`src/rtl/csvf_pkg.sv`:
```
package csvf_pkg;

  // Default widths of the sample and integrator words.
  localparam int SAMPLE_WIDTH_DEF = 24;
  localparam int STATE_WIDTH_DEF  = 32;

  // Register field widths.
  localparam int MODE_W  = 3;
  localparam int COEF_W  = 18;
  localparam int DRIVE_W = 24;
  localparam int INV_W   = 17;

  // Coefficient operand of the shared multiplier (widest register field).
  localparam int MUL_C_W = DRIVE_W;

  // Configuration port geometry.
  localparam int CFG_DATA_W = 32;
  localparam int CFG_ADDR_W = 5;
  localparam int REG_IDX_W  = 3;

  // Register indexes.
  localparam logic [REG_IDX_W-1:0] REG_MODE  = 3'd0;
  localparam logic [REG_IDX_W-1:0] REG_TWO   = 3'd1;
  localparam logic [REG_IDX_W-1:0] REG_A1    = 3'd2;
  localparam logic [REG_IDX_W-1:0] REG_A2    = 3'd3;
  localparam logic [REG_IDX_W-1:0] REG_A3    = 3'd4;
  localparam logic [REG_IDX_W-1:0] REG_K     = 3'd5;
  localparam logic [REG_IDX_W-1:0] REG_DRIVE = 3'd6;
  localparam logic [REG_IDX_W-1:0] REG_INV   = 3'd7;

  // Filter response codes; unused codes behave as peak.
  localparam logic [MODE_W-1:0] MODE_LP    = 3'd0;
  localparam logic [MODE_W-1:0] MODE_BP    = 3'd1;
  localparam logic [MODE_W-1:0] MODE_HP    = 3'd2;
  localparam logic [MODE_W-1:0] MODE_NOTCH = 3'd3;
  localparam logic [MODE_W-1:0] MODE_PEAK  = 3'd4;

  // Register reset values.
  localparam logic [MODE_W-1:0]  RST_MODE  = MODE_LP;
  localparam logic               RST_TWO   = 1'b1;
  localparam logic [COEF_W-1:0]  RST_A1    = 18'd65536;
  localparam logic [COEF_W-1:0]  RST_A2    = 18'd0;
  localparam logic [COEF_W-1:0]  RST_A3    = 18'd0;
  localparam logic [COEF_W-1:0]  RST_K     = 18'd65536;
  localparam logic [DRIVE_W-1:0] RST_DRIVE = 24'd65536;
  localparam logic [INV_W-1:0]   RST_INV   = 17'd65536;

  // Unity drive in Q8.16 and unity sample level in 20 fraction bits.
  localparam logic [DRIVE_W-1:0] DRIVE_UNITY = 24'd65536;
  localparam int FRAC_ONE = 1048576;

  // Register file contents as seen by the datapath.
  typedef struct packed {
    logic [MODE_W-1:0]  mode;
    logic               two_stage;
    logic [COEF_W-1:0]  a1;
    logic [COEF_W-1:0]  a2;
    logic [COEF_W-1:0]  a3;
    logic [COEF_W-1:0]  k;
    logic [DRIVE_W-1:0] drive;
    logic [INV_W-1:0]   inv;
  } cfg_t;

endpackage

```
`src/rtl/csvf_regs.sv`:
```
module csvf_regs (
  input  logic                              clk,
  input  logic                              rst_n,
  input  logic                              psel,
  input  logic                              penable,
  input  logic                              pwrite,
  input  logic [csvf_pkg::CFG_ADDR_W-1:0]   paddr,
  input  logic [csvf_pkg::CFG_DATA_W-1:0]   pwdata,
  output logic [csvf_pkg::CFG_DATA_W-1:0]   prdata,
  output logic                              pready,
  output csvf_pkg::cfg_t                    cfg
);
  import csvf_pkg::*;

  cfg_t                 cfg_r;
  logic [REG_IDX_W-1:0] idx;
  logic                 wr_en;

  assign idx    = paddr[CFG_ADDR_W-1:2];
  assign wr_en  = psel & penable & pwrite;
  assign pready = 1'b1;
  assign cfg    = cfg_r;

  // Register writes, masked to each field's width.
  always_ff @(posedge clk) begin
    if (!rst_n) begin
      cfg_r.mode      <= RST_MODE;
      cfg_r.two_stage <= RST_TWO;
      cfg_r.a1        <= RST_A1;
      cfg_r.a2        <= RST_A2;
      cfg_r.a3        <= RST_A3;
      cfg_r.k         <= RST_K;
      cfg_r.drive     <= RST_DRIVE;
      cfg_r.inv       <= RST_INV;
    end else if (wr_en) begin
      case (idx)
        REG_MODE:  cfg_r.mode      <= pwdata[MODE_W-1:0];
        REG_TWO:   cfg_r.two_stage <= pwdata[0];
        REG_A1:    cfg_r.a1        <= pwdata[COEF_W-1:0];
        REG_A2:    cfg_r.a2        <= pwdata[COEF_W-1:0];
        REG_A3:    cfg_r.a3        <= pwdata[COEF_W-1:0];
        REG_K:     cfg_r.k         <= pwdata[COEF_W-1:0];
        REG_DRIVE: cfg_r.drive     <= pwdata[DRIVE_W-1:0];
        REG_INV:   cfg_r.inv       <= pwdata[INV_W-1:0];
        default: begin
        end
      endcase
    end
  end

  // Read back, zero extended.
  always_comb begin
    case (idx)
      REG_MODE:  prdata = CFG_DATA_W'(cfg_r.mode);
      REG_TWO:   prdata = CFG_DATA_W'(cfg_r.two_stage);
      REG_A1:    prdata = CFG_DATA_W'(cfg_r.a1);
      REG_A2:    prdata = CFG_DATA_W'(cfg_r.a2);
      REG_A3:    prdata = CFG_DATA_W'(cfg_r.a3);
      REG_K:     prdata = CFG_DATA_W'(cfg_r.k);
      REG_DRIVE: prdata = CFG_DATA_W'(cfg_r.drive);
      REG_INV:   prdata = CFG_DATA_W'(cfg_r.inv);
      default:   prdata = '0;
    endcase
  end

endmodule

```
`src/rtl/csvf_mul.sv`:
```
module csvf_mul #(
  parameter int A_WIDTH = csvf_pkg::STATE_WIDTH_DEF
) (
  input  logic                              clk,
  input  logic                              en,
  input  logic signed [A_WIDTH-1:0]         a,
  input  logic [csvf_pkg::MUL_C_W-1:0]      c,
  output logic signed [A_WIDTH+8:0]         p_r
);
  import csvf_pkg::*;

  localparam int PROD_W = A_WIDTH + MUL_C_W + 1;

  logic signed [PROD_W-1:0] prod;
  logic signed [PROD_W-1:0] rnd;

  // Signed value times unsigned coefficient, rounded half up to 16 fewer
  // fraction bits.
  assign prod = a * $signed({1'b0, c});
  assign rnd  = prod + PROD_W'(32768);

  always_ff @(posedge clk) begin
    if (en) begin
      p_r <= rnd[PROD_W-1:16];
    end
  end

endmodule

```
`src/rtl/csvf_seq.sv`:
```
module csvf_seq #(
  parameter int SAMPLE_WIDTH = csvf_pkg::SAMPLE_WIDTH_DEF,
  parameter int STATE_WIDTH  = csvf_pkg::STATE_WIDTH_DEF,
  parameter int A_WIDTH      = csvf_pkg::STATE_WIDTH_DEF
) (
  input  logic                              clk,
  input  logic                              rst_n,
  input  csvf_pkg::cfg_t                    cfg,
  input  logic                              in_valid,
  output logic                              in_ready,
  input  logic                              in_action,
  input  logic signed [SAMPLE_WIDTH-1:0]    in_sample,
  output logic                              out_valid,
  input  logic                              out_ready,
  output logic [SAMPLE_WIDTH-1:0]           out_sample,
  output logic                              out_sat,
  output logic                              mul_en,
  output logic signed [A_WIDTH-1:0]         mul_a,
  output logic [csvf_pkg::MUL_C_W-1:0]      mul_c,
  input  logic signed [A_WIDTH+8:0]         mul_p
);
  import csvf_pkg::*;

  localparam int ACC_W = A_WIDTH + 12;

  // Sequencer states.
  localparam logic [3:0] ST_IDLE = 4'd0;
  localparam logic [3:0] ST_DRV  = 4'd1;
  localparam logic [3:0] ST_XIN  = 4'd2;
  localparam logic [3:0] ST_V3   = 4'd3;
  localparam logic [3:0] ST_V1A  = 4'd4;
  localparam logic [3:0] ST_V1B  = 4'd5;
  localparam logic [3:0] ST_V2A  = 4'd6;
  localparam logic [3:0] ST_V2B  = 4'd7;
  localparam logic [3:0] ST_Y    = 4'd8;
  localparam logic [3:0] ST_CLIP = 4'd9;
  localparam logic [3:0] ST_FIN  = 4'd10;

  // Saturation bounds, held at accumulator width.
  localparam logic signed [ACC_W-1:0] ST_MAX =
    {{(ACC_W-STATE_WIDTH+1){1'b0}}, {(STATE_WIDTH-1){1'b1}}};
  localparam logic signed [ACC_W-1:0] ST_MIN = ~ST_MAX;
  localparam logic signed [ACC_W-1:0] SM_MAX =
    {{(ACC_W-SAMPLE_WIDTH+1){1'b0}}, {(SAMPLE_WIDTH-1){1'b1}}};
  localparam logic signed [ACC_W-1:0] SM_MIN = ~SM_MAX;
  localparam logic signed [STATE_WIDTH-1:0] ONE_P = STATE_WIDTH'(FRAC_ONE);
  localparam logic signed [STATE_WIDTH-1:0] ONE_N = STATE_WIDTH'(-FRAC_ONE);

  logic [3:0]                     state_r;
  logic [3:0]                     state_nxt;
  logic                           stg_r;
  logic                           out_valid_r;
  logic signed [STATE_WIDTH-1:0]  int0_r;
  logic signed [STATE_WIDTH-1:0]  int1_r;
  logic signed [STATE_WIDTH-1:0]  int2_r;
  logic signed [STATE_WIDTH-1:0]  int3_r;
  logic signed [SAMPLE_WIDTH-1:0] smp_r;
  logic signed [STATE_WIDTH-1:0]  x_r;
  logic signed [STATE_WIDTH-1:0]  v3_r;
  logic signed [STATE_WIDTH-1:0]  v1_r;
  logic signed [STATE_WIDTH-1:0]  v2_r;
  logic signed [STATE_WIDTH-1:0]  y_r;
  logic signed [ACC_W-1:0]        acc_r;
  logic [SAMPLE_WIDTH-1:0]        out_sample_r;
  logic                           out_sat_r;

  logic signed [STATE_WIDTH-1:0]  s1;
  logic signed [STATE_WIDTH-1:0]  s2;
  logic signed [STATE_WIDTH-1:0]  s1_new;
  logic signed [STATE_WIDTH-1:0]  s2_new;
  logic signed [STATE_WIDTH-1:0]  load_val;
  logic signed [STATE_WIDTH-1:0]  yc;
  logic signed [ACC_W-1:0]        pe;
  logic signed [ACC_W-1:0]        y_full;
  logic signed [ACC_W-1:0]        xe;
  logic signed [ACC_W-1:0]        v1e;
  logic signed [ACC_W-1:0]        v2e;
  logic                           clip_en;
  logic                           out_load;

  function automatic logic signed [STATE_WIDTH-1:0] sat_st(input logic signed [ACC_W-1:0] v);
    if (v > ST_MAX) begin
      sat_st = ST_MAX[STATE_WIDTH-1:0];
    end else if (v < ST_MIN) begin
      sat_st = ST_MIN[STATE_WIDTH-1:0];
    end else begin
      sat_st = v[STATE_WIDTH-1:0];
    end
  endfunction

  assign in_ready   = (state_r == ST_IDLE);
  assign out_valid  = out_valid_r;
  assign out_sample = out_sample_r;
  assign out_sat    = out_sat_r;
  assign out_load   = (state_r == ST_FIN) && (!out_valid_r || out_ready);

  // Integrator pair of the stage in progress.
  assign s1 = stg_r ? int2_r : int0_r;
  assign s2 = stg_r ? int3_r : int1_r;

  assign pe       = ACC_W'(mul_p);
  assign xe       = ACC_W'(x_r);
  assign v1e      = ACC_W'(v1_r);
  assign v2e      = ACC_W'(v2_r);
  assign s1_new   = sat_st((v1e <<< 1) - ACC_W'(s1));
  assign s2_new   = sat_st((v2e <<< 1) - ACC_W'(s2));
  assign load_val = sat_st(ACC_W'(in_sample));

  // Stage output for the selected response; the multiplier holds k*v1.
  always_comb begin
    case (cfg.mode)
      MODE_LP:    y_full = v2e;
      MODE_BP:    y_full = v1e;
      MODE_HP:    y_full = xe - pe - v2e;
      MODE_NOTCH: y_full = xe - pe;
      default:    y_full = xe + (v1e <<< 1) - pe;
    endcase
  end

  // Hard clip to unity when the drive is above unity.
  assign clip_en = (cfg.drive > DRIVE_UNITY);
  always_comb begin
    if (clip_en && (y_r > ONE_P)) begin
      yc = ONE_P;
    end else if (clip_en && (y_r < ONE_N)) begin
      yc = ONE_N;
    end else begin
      yc = y_r;
    end
  end

  // Operand selection for the shared multiplier.
  always_comb begin
    mul_en = 1'b0;
    mul_a  = '0;
    mul_c  = '0;
    case (state_r)
      ST_DRV: begin
        mul_en = 1'b1;
        mul_a  = A_WIDTH'(smp_r);
        mul_c  = MUL_C_W'(cfg.drive);
      end
      ST_V3: begin
        mul_en = 1'b1;
        mul_a  = A_WIDTH'(s1);
        mul_c  = MUL_C_W'(cfg.a1);
      end
      ST_V1A: begin
        mul_en = 1'b1;
        mul_a  = A_WIDTH'(v3_r);
        mul_c  = MUL_C_W'(cfg.a2);
      end
      ST_V1B: begin
        mul_en = 1'b1;
        mul_a  = A_WIDTH'(s1);
        mul_c  = MUL_C_W'(cfg.a2);
      end
      ST_V2A: begin
        mul_en = 1'b1;
        mul_a  = A_WIDTH'(v3_r);
        mul_c  = MUL_C_W'(cfg.a3);
      end
      ST_V2B: begin
        mul_en = 1'b1;
        mul_a  = A_WIDTH'(v1_r);
        mul_c  = MUL_C_W'(cfg.k);
      end
      ST_CLIP: begin
        mul_en = 1'b1;
        mul_a  = A_WIDTH'(yc);
        mul_c  = MUL_C_W'(cfg.inv);
      end
      default: begin
      end
    endcase
  end

  // Next state of the sequencer.
  always_comb begin
    case (state_r)
      ST_IDLE: state_nxt = (in_valid && !in_action) ? ST_DRV : ST_IDLE;
      ST_DRV:  state_nxt = ST_XIN;
      ST_XIN:  state_nxt = ST_V3;
      ST_V3:   state_nxt = ST_V1A;
      ST_V1A:  state_nxt = ST_V1B;
      ST_V1B:  state_nxt = ST_V2A;
      ST_V2A:  state_nxt = ST_V2B;
      ST_V2B:  state_nxt = ST_Y;
      ST_Y:    state_nxt = (!stg_r && cfg.two_stage) ? ST_V3 : ST_CLIP;
      ST_CLIP: state_nxt = ST_FIN;
      ST_FIN:  state_nxt = out_load ? ST_IDLE : ST_FIN;
      default: state_nxt = ST_IDLE;
    endcase
  end

  // Control state and integrators.
  always_ff @(posedge clk) begin
    if (!rst_n) begin
      state_r     <= ST_IDLE;
      stg_r       <= 1'b0;
      out_valid_r <= 1'b0;
      int0_r      <= '0;
      int1_r      <= '0;
      int2_r      <= '0;
      int3_r      <= '0;
    end else begin
      state_r <= state_nxt;
      if (out_load) begin
        out_valid_r <= 1'b1;
      end else if (out_ready) begin
        out_valid_r <= 1'b0;
      end
      case (state_r)
        ST_IDLE: begin
          if (in_valid && in_action) begin
            int0_r <= load_val;
            int1_r <= load_val;
            int2_r <= load_val;
            int3_r <= load_val;
          end
        end
        ST_XIN: stg_r <= 1'b0;
        ST_V2A: begin
          if (stg_r) begin
            int2_r <= s1_new;
          end else begin
            int0_r <= s1_new;
          end
        end
        ST_Y: begin
          if (stg_r) begin
            int3_r <= s2_new;
          end else begin
            int1_r <= s2_new;
          end
          if (!stg_r && cfg.two_stage) begin
            stg_r <= 1'b1;
          end
        end
        default: begin
        end
      endcase
    end
  end

  // Datapath registers.
  always_ff @(posedge clk) begin
    case (state_r)
      ST_IDLE: if (in_valid && !in_action) smp_r <= in_sample;
      ST_XIN:  x_r  <= sat_st(pe);
      ST_V3:   v3_r <= sat_st(xe - ACC_W'(s2));
      ST_V1A:  acc_r <= pe;
      ST_V1B:  v1_r <= sat_st(acc_r + pe);
      ST_V2A:  acc_r <= ACC_W'(s2) + pe;
      ST_V2B:  v2_r <= sat_st(acc_r + pe);
      ST_Y: begin
        x_r <= sat_st(y_full);
        y_r <= sat_st(y_full);
      end
      ST_FIN: begin
        if (out_load) begin
          if (pe > SM_MAX) begin
            out_sample_r <= SM_MAX[SAMPLE_WIDTH-1:0];
            out_sat_r    <= 1'b1;
          end else if (pe < SM_MIN) begin
            out_sample_r <= SM_MIN[SAMPLE_WIDTH-1:0];
            out_sat_r    <= 1'b1;
          end else begin
            out_sample_r <= pe[SAMPLE_WIDTH-1:0];
            out_sat_r    <= 1'b0;
          end
        end
      end
      default: begin
      end
    endcase
  end

endmodule

```
`src/rtl/cascaded_state_variable_filter.sv`:
```
// A filtered word is offered once the drive, input, stage and clip steps are
// done, the stage steps running twice with two stages; a load word gives no
// result. A new word is taken only after the last result enters the output
// register; the one multiplier serves all twelve or seven products in turn.
// Reset (rst_n low, synchronous) clears the integrators, loads the register
// defaults and empties the output register.
module cascaded_state_variable_filter #(
  parameter int SAMPLE_WIDTH = csvf_pkg::SAMPLE_WIDTH_DEF,
  parameter int STATE_WIDTH  = csvf_pkg::STATE_WIDTH_DEF
) (
  input  logic                                  clk,
  input  logic                                  rst_n,
  input  logic                                  in_tvalid,
  output logic                                  in_tready,
  // Fields from bit 0: sample_in.
  input  logic [((SAMPLE_WIDTH+7)/8)*8-1:0]     in_tdata,
  // Fields from bit 0: action.
  input  logic                                  in_tuser,
  output logic                                  out_tvalid,
  input  logic                                  out_tready,
  // Fields from bit 0: sample_out.
  output logic [((SAMPLE_WIDTH+7)/8)*8-1:0]     out_tdata,
  // Fields from bit 0: saturated.
  output logic                                  out_tuser,
  input  logic                                  cfg_psel,
  input  logic                                  cfg_penable,
  input  logic                                  cfg_pwrite,
  input  logic [csvf_pkg::CFG_ADDR_W-1:0]       cfg_paddr,
  input  logic [csvf_pkg::CFG_DATA_W-1:0]       cfg_pwdata,
  output logic [csvf_pkg::CFG_DATA_W-1:0]       cfg_prdata,
  output logic                                  cfg_pready
);
  import csvf_pkg::*;

  localparam int DATA_W  = ((SAMPLE_WIDTH + 7) / 8) * 8;
  localparam int A_WIDTH = (SAMPLE_WIDTH > STATE_WIDTH) ? SAMPLE_WIDTH : STATE_WIDTH;

  cfg_t                       cfg;
  logic                       mul_en;
  logic signed [A_WIDTH-1:0]  mul_a;
  logic [MUL_C_W-1:0]         mul_c;
  logic signed [A_WIDTH+8:0]  mul_p;
  logic [SAMPLE_WIDTH-1:0]    out_sample;

  // Configuration registers.
  csvf_regs u_regs (
    .clk     (clk),
    .rst_n   (rst_n),
    .psel    (cfg_psel),
    .penable (cfg_penable),
    .pwrite  (cfg_pwrite),
    .paddr   (cfg_paddr),
    .pwdata  (cfg_pwdata),
    .prdata  (cfg_prdata),
    .pready  (cfg_pready),
    .cfg     (cfg)
  );

  // Shared multiply and round unit.
  csvf_mul #(
    .A_WIDTH (A_WIDTH)
  ) u_mul (
    .clk (clk),
    .en  (mul_en),
    .a   (mul_a),
    .c   (mul_c),
    .p_r (mul_p)
  );

  // Sequencer, integrators and output register.
  csvf_seq #(
    .SAMPLE_WIDTH (SAMPLE_WIDTH),
    .STATE_WIDTH  (STATE_WIDTH),
    .A_WIDTH      (A_WIDTH)
  ) u_seq (
    .clk        (clk),
    .rst_n      (rst_n),
    .cfg        (cfg),
    .in_valid   (in_tvalid),
    .in_ready   (in_tready),
    .in_action  (in_tuser),
    .in_sample  ($signed(in_tdata[SAMPLE_WIDTH-1:0])),
    .out_valid  (out_tvalid),
    .out_ready  (out_tready),
    .out_sample (out_sample),
    .out_sat    (out_tuser),
    .mul_en     (mul_en),
    .mul_a      (mul_a),
    .mul_c      (mul_c),
    .mul_p      (mul_p)
  );

  assign out_tdata = DATA_W'(out_sample);

endmodule

```
`config.mk`:
```
export PLATFORM = sky130hd
export DESIGN_NAME = cascaded_state_variable_filter
export DESIGN_NICKNAME = d
export VERILOG_FILES = /design/src/rtl/csvf_pkg.sv /design/src/rtl/csvf_regs.sv /design/src/rtl/csvf_mul.sv /design/src/rtl/csvf_seq.sv /design/src/rtl/cascaded_state_variable_filter.sv
export SDC_FILE = /design/constraint.sdc
export NUM_CORES = 2
export LEC_CHECK = 0
export ABC_AREA = 1
export BUFFER_PORTS_ARGS = -buffer_cell sky130_fd_sc_hd__buf_2
export CAP_MARGIN = 20
export CORE_MARGIN = 2
export CORE_UTILIZATION = 63
export CTS_BUF_LIST = sky130_fd_sc_hd__clkbuf_8 sky130_fd_sc_hd__clkbuf_16
export DETAILED_ROUTE_END_ITERATION = 7
export GPL_TIMING_DRIVEN = 1
export HOLD_SLACK_MARGIN = 0.08
export PLACE_DENSITY_LB_ADDON = 0.2
export SLEW_MARGIN = 20
export SYNTH_ARGS = -nofsm -noshare
export SYNTH_HDL_FRONTEND = slang
export SYNTH_HIERARCHICAL = 1
export SYNTH_SLANG_ARGS = --single-unit
```
`constraint.sdc`:
```
create_clock -name clk -period 12.27 [get_ports clk]
set_clock_uncertainty 0.15 [all_clocks]
set_input_delay 1.227 -clock clk [delete_from_list [all_inputs] [get_ports clk]]
set_output_delay 1.227 -clock clk [all_outputs]
set_load 0.03 [all_outputs]
```
==> Yosys cells after proc, flatten, opt, wreduce, memory -nomap -nowiden <==
Cells that the tools add are included.
{ "totals": {"reg_bits": 545, "in_bits": 69, "output_inout_bits": 60} }
{ "op_classes": {"addsub": 10, "n_mul": 1, "magnitude_cmp": 19, "n_eq_ne": 26, "n_mux": 43, "n_bitwise": 2, "n_reduce_logical": 37} }
{ "op_table": {"columns": ["cell", "count"], "rows": [
  ["2-to-1 mux 32 bit", 22],
  ["case mux 32 bit (2 select lines)", 5],
  ["case mux 32 bit (8 select lines)", 1],
  ["> comparator 44 x 32 -> 1 bit (second input constant)", 5],
  ["less-than comparator 44 x 32 -> 1 bit (second input constant)", 5],
  ["case mux 44 bit (4 select lines)", 1],
  ["case mux 32 bit (5 select lines)", 1],
  ["case mux 24 bit (6 select lines)", 1],
  ["case mux 44 bit (2 select lines)", 1],
  ["subtractor 33 x 32 -> 34 bit", 2],
  ["adder 57 x 17 -> 57 bit (second input constant)", 1],
  ["multiplier 32 x 25 -> 57 bit", 1],
  ["adder 44 x 41 -> 44 bit", 1],
  ["case mux 4 bit (11 select lines)", 1],
  ["subtractor 42 x 32 -> 43 bit", 1],
  ["adder 32 x 41 -> 42 bit", 1],
  ["subtractor 32 x 41 -> 42 bit", 1],
  ["subtractor 34 x 41 -> 42 bit", 1],
  ["> comparator 41 x 24 -> 1 bit (second input constant)", 1],
  ["> comparator 41 x 32 -> 1 bit (second input constant)", 1],
  ["less-than comparator 41 x 24 -> 1 bit (second input constant)", 1],
  ["less-than comparator 41 x 32 -> 1 bit (second input constant)", 1],
  ["adder 32 x 33 -> 34 bit", 1],
  ["subtractor 32 x 32 -> 33 bit", 1],
  ["29 further kinds", 80]
]} }

==> Longest topological paths before layout <==
{ "logic_depth": {"word_depth": 7, "ltp_mapped": 38, "mapped_depth_nobuf": 36} }

==> By module <==
Netlist, hierarchy kept.
{ "modules_own_cells": {"columns": ["mod", "instances", "cells_per_inst", "area_per_inst_um2"], "rows": [
  ["csvf_seq", 1, 5996, 39962.1],
  ["csvf_mul", 1, 4135, 31517.7],
  ["csvf_regs", 1, 760, 5278.8]
]} }

==> Least setup slack after synthesis <==
OpenSTA, ideal clock, no wires.
{ "synth_timing": {"path_type": "reg2reg", "from": "register u_seq.state_r[2]", "to": "register u_mul.p_r[35], data pin", "t_arrival_ns": 10.031, "required_time_ns": 11.868, "setup_slack_ns": 1.837, "path_stages_with_launch": 32, "n_path_buf": 2, "period_less_slack_ns": 10.433, "cell_sequence": "dfxtp_1 inv_1 nor2_1 inv_1 nor3_1 nor2_1 clkbuf_1 o211ai_1 clkbuf_1 nand2_1 fa_1 inv_1 fa_1 inv_1 fa_1 inv_1 fa_1 fa_1 fa_1 inv_1 fa_1 inv_1 ha_1 nand2_1 nor2_1 inv_2 nor2_1 nand2_1 nor4_1 nand2_1 nand3_1 nand2_1"} }
{ "synth_between": {"elab_chain_cells": 5, "elab_cells_between_ends": 14} }
{ "synth_rtl": {"columns": ["element", "line_no", "text"], "rows": [
  ["start: declaration", "csvf_seq.sv:49", "logic [3:0] state_r;"],
  ["start signal: assignment", "csvf_seq.sv:207", "state_r <= state_nxt;"],
  ["== test 4 x 3 -> 1 bit / == test 4 x 2 -> 1 bit (equally long branches)", "csvf_seq.sv:137", "case (state_r)"],
  ["OR reduction 2 bit (no source line)", null, null],
  ["case mux 32 bit (5 select lines) *", "csvf_seq.sv:137", null],
  ["named net mul_a[31]", "cascaded_state_variable_filter.sv:40", "logic signed [A_WIDTH-1:0] mul_a;"],
  ["multiplier 32 x 25 -> 57 bit *", "csvf_mul.sv:19", "assign prod = a * $signed({1'b0, c});"],
  ["adder 57 x 17 -> 57 bit *", "csvf_mul.sv:20", "assign rnd = prod + PROD_W'(32768);"],
  ["named net u_mul.rnd[51]", "csvf_mul.sv:15", "logic signed [PROD_W-1:0] rnd;"],
  ["end signal: assignment", "csvf_mul.sv:24", "p_r <= rnd[PROD_W-1:16];"],
  ["end: declaration", "csvf_mul.sv:8", "output logic signed [A_WIDTH+8:0] p_r"]
]} }
Mark *: on every way through the listed nets, which the timed path passes. The rest lies on a longest branch.
A chain may end at the register's enable or synchronous reset.

==> Worst setup path in the final report <==
{ "layout_timing": {"from": "register u_regs.cfg_r (netlist bit u_regs/cfg[19])", "to": "register u_mul.p_r[35], data pin"} }
{ "layout_between": {"elab_chain_cells": 7, "elab_cells_between_ends": 9} }
{ "layout_rtl": {"columns": ["element", "line_no", "text"], "rows": [
  ["start: declaration", "csvf_regs.sv:15", "cfg_t cfg_r;"],
  ["> comparator 24 x 17 -> 1 bit *", "csvf_seq.sv:121", "assign clip_en = (cfg.drive > DRIVE_UNITY);"],
  ["logical AND 1 bit", "csvf_seq.sv:125", "end else if (clip_en && (y_r < ONE_N)) begin"],
  ["2-to-1 mux 32 bit", "csvf_seq.sv:125", null],
  ["2-to-1 mux 32 bit *", "csvf_seq.sv:123", "if (clip_en && (y_r > ONE_P)) begin"],
  ["case mux 32 bit (5 select lines) *", "csvf_seq.sv:137", null],
  ["named net mul_a[26]", "cascaded_state_variable_filter.sv:40", null],
  ["multiplier 32 x 25 -> 57 bit *", "csvf_mul.sv:19", null],
  ["adder 57 x 17 -> 57 bit *", "csvf_mul.sv:20", null],
  ["named net u_mul.rnd[51]", "csvf_mul.sv:15", null]
]} }
Marked as above.

==> results_dict.tcl <==
set metrics [dict create \
    status "finished with violations" \
    violations "DRC" \
    grt_pass1_vias 75900 \
    path_class "reg -> reg" \
    period_needed_ns 10.34 \
    pwr-share-seq_pct 28.2 \
    globalplace.congestion 1.13 \
    multi_input_area_um2 52500 \
    whs_ns 0.338 \
    h-tree-depth 2 \
    cts_tree "built" \
    rows 128 \
    dp_hpwl_um 250000 \
    m1WireLength_um 107000 \
    setup-violations-final 0 \
    regArea_um2 13800 \
    synthCells 10900 \
    clk_path_buf_depth 3 \
    portBuffers 109 \
    power_density_nw_per_um2 96.2 \
    nNetsFinal 12300 \
    cts.clk_slew.worst_paths_ns 0.07 \
    dr.pass1.iters 8 \
    fin_crit_sh_pct 84.3 \
    routedWlPerCell_um 24.7 \
    die_x_um 353 \
    synth_area_um2 76800 \
    postCtsResizedCells 0 \
    arrival_ns 10.64 \
    fin_area_um2 81200 \
    power.switching_mw 3.57 \
    cp_max_fo 30 \
    worst_pin_slew_ns 1.26 \
    pwr-share-comb_pct 47.0 \
    placed_area_um2 79000 \
    core_um2 121000 \
    yosysUniqueCellTypes 80 \
    cpPeakStageDelay_ns 1.04 \
    clk_latency_ns 0.74 \
    wirelength_um 310000 \
    cp-end-kind "flop" \
    initial_core_util_pct 63.2 \
    drc 7 \
    hold_buffers 0 \
    drive_above_1_share_pct 5.59 \
    wl_met3_um 37400 \
    cts-root-buf "clkbuf_16" \
    dieArea_um2 125000 \
    crit_path_frequent_cell "fa_1" \
    grt_overflow 0 \
    slew_violations 0 \
    filler_cell_count 10100 \
    syn2layout_area_growth_pct 5.75 \
    drt_iter0_drc 11200 \
    rsz0062_at_grt "false" \
    cp_slowest_cell "a2111oi_2" \
    switching_share_pct 45.7 \
    grt_max_degree 131 \
    clockPowerShare_pct 24.8 \
    cp_data_required_time_ns 12.57 \
    synth_edf_count 292 \
    synthFlopType "edfxtp_1" \
    die_h_um 353 \
    drv_cap 0 \
    setup_tns_ns 0 \
    io_pins 129 \
    ys_warn_count 6 \
    layout_commonest_cell "nand2_1" \
    cts_buffers 61 \
    ys_async_sr_fraction_pct 0 \
    top_layer "met5" \
    layout_common_cells "nand2_1 (2785), inv_1 (2402), fa_1 (833)" \
    antenna_left 0 \
    drt-vias-per-instance 6.11 \
    antenna_found_initial 12 \
    grt_pass1_wl_um 457000 \
    cts.sinks 543 \
    cp-start-kind "flop" \
    dr_wl_met2_um 132000 \
    hold_viol 0 \
    slew-limit-headroom_pct 15.6 \
    syn_avg_cell_area_um2 7.05 \
    max_freq_mhz 96.7 \
    min_path_type "reg -> reg" \
    synth_seq_cells 543 \
    p_leak_nw 43.7 \
    p_int_mw 4.23 \
    grt.total_usage_pct 48.8 \
    p_total_mw 7.80 \
    postCtsSetupBuffers 0 \
    num_vias 76700 \
    yosysSeqAreaShare_pct 18.0 \
    ir_drop_mv 0.179 \
]
==> state kept, by name, indices dropped and copies added (netlist names) <==
name,count
u_seq/stg_r,1
u_seq/int1_r,32
u_seq/int0_r,32
u_mul/p_r,41
u_seq/smp_r,24
u_seq/v2_r,32
u_seq/state_r,4
u_seq/out_sample,24
u_seq/int2_r,32
u_seq/v1_r,32
u_seq/x_r,32
u_seq/out_sat,1
u_seq/acc_r,42
u_seq/out_valid,1
u_seq/int3_r,32
u_seq/y_r,32
u_seq/v3_r,32
u_regs/cfg,117
==> area by class of cell <==
| cell class | count | area share [%] |
|---|---|---|
| Multi-Input combinational cell | 7589 | 64.7 |
| Sequential cell | 543 | 17.0 |
| Inverter | 2413 | 11.2 |
| Tap cell | 1625 | 2.50 |
| Timing Repair Buffer | 253 | 2.06 |
| Clock buffer | 68 | 2.01 |
| Clock inverter | 48 | 0.587 |
| Antenna cell | 6 | 0.0185 |
==> synth_stat cells, types with 19 or more instances <==
library cell	count	area share, %
nor2_1	815	4.0
nand3b_1	20	0.20
inv_1	2393	12
buf_2	20	0.13
nand3_1	326	2.1
xor2_1	149	1.7
fa_1	834	22
nand2_2	65	0.53
or2_2	63	0.51
nand4_1	84	0.68
nor3_1	96	0.63
mux2i_1	30	0.39
clkbuf_1	275	1.3
a221oi_1	51	0.58
o211ai_1	39	0.38
nand2_1	2787	14
o21ai_0	605	3.9
o21ai_1	42	0.27
ha_1	486	7.9
buf_6	19	0.28
edfxtp_1	292	11
o22ai_1	44	0.36
dfxtp_1	251	6.5
buf_4	20	0.20
o21bai_1	44	0.43
nor4_1	28	0.23
a31oi_1	44	0.36
xnor2_1	89	1.0
nor2_2	20	0.16
a21oi_1	615	4.0
==> metal layers <==
layer	GRT usage [%]	vias to the layer above
met2	74.2	5620
met4	41.6	10
met5	0	-
met3	12.7	1745
li1	-	33600
met1	58.0	35700
==> through the flow <==
| step | instances | setup WS (ns) | util (%) |
|---|---|---|---|
| 2_1_floorplan | 10900 | 1.84 | - |
| 3_3_place_gp | 12400 | 2.55 | 65.1 |
| 3_5_place_dp | 12400 | 2.36 | 65.1 |
| 4_1_cts | 12500 | 2.32 | 66.8 |
| 5_1_grt | 12500 | 1.68 | 66.9 |
| 6_report | 12500 | 1.93 | 66.9 |
==> logic make-up (layout without fill, tap and decap cells) <==
family          count (synthesis)  after routing  synth area share [%]
compound gates               1624           1624                  11.9
xor+xnor                      239            239                  2.74
fa+ha+maj                    1320           1320                  29.7
buf+inv                      2766           2782                  13.9
flops                         543            543                  18.0
mux                            30             30                 0.391
other cells                     2             15               0.00978
simple gates                 4367           4367                  23.4
==> final timing paths <==
check                  start  cells past startpoint  slack, ns         endpoint
max           u_regs/cfg[19]                     31       1.93    u_mul/p_r[35]
min reg2reg  u_regs/cfg[111]                      2       0.34  u_regs/cfg[111]
max reg2reg   u_regs/cfg[19]                     31       1.93    u_mul/p_r[35]
min          u_regs/cfg[111]                      2       0.34  u_regs/cfg[111]
==> critical path: cells and delay by family (launching register included) <==
kind | cells | cell delay (ns)
flops | 1 | 0.34
simple gates | 8 | 1.46
fa+ha+maj | 8 | 4.02
buf+inv | 7 | 1.09
compound gates | 8 | 2.98
==> power by group through the flow <==
| stage | clock [mW] | combinational (mW) | sequential [mW] |
|---|---|---|---|
| floorplan | 0 | 2.34 | 2.19 |
| global placement | 0 | 3.43 | 2.22 |
| detailed placement | 0 | 3.48 | 2.23 |
| CTS | 1.93 | 3.50 | 2.19 |
| global route | 2.00 | 3.91 | 2.20 |
| finish | 1.93 | 3.67 | 2.20 |
No activity file was read; power rests on OpenSTA's default activity.
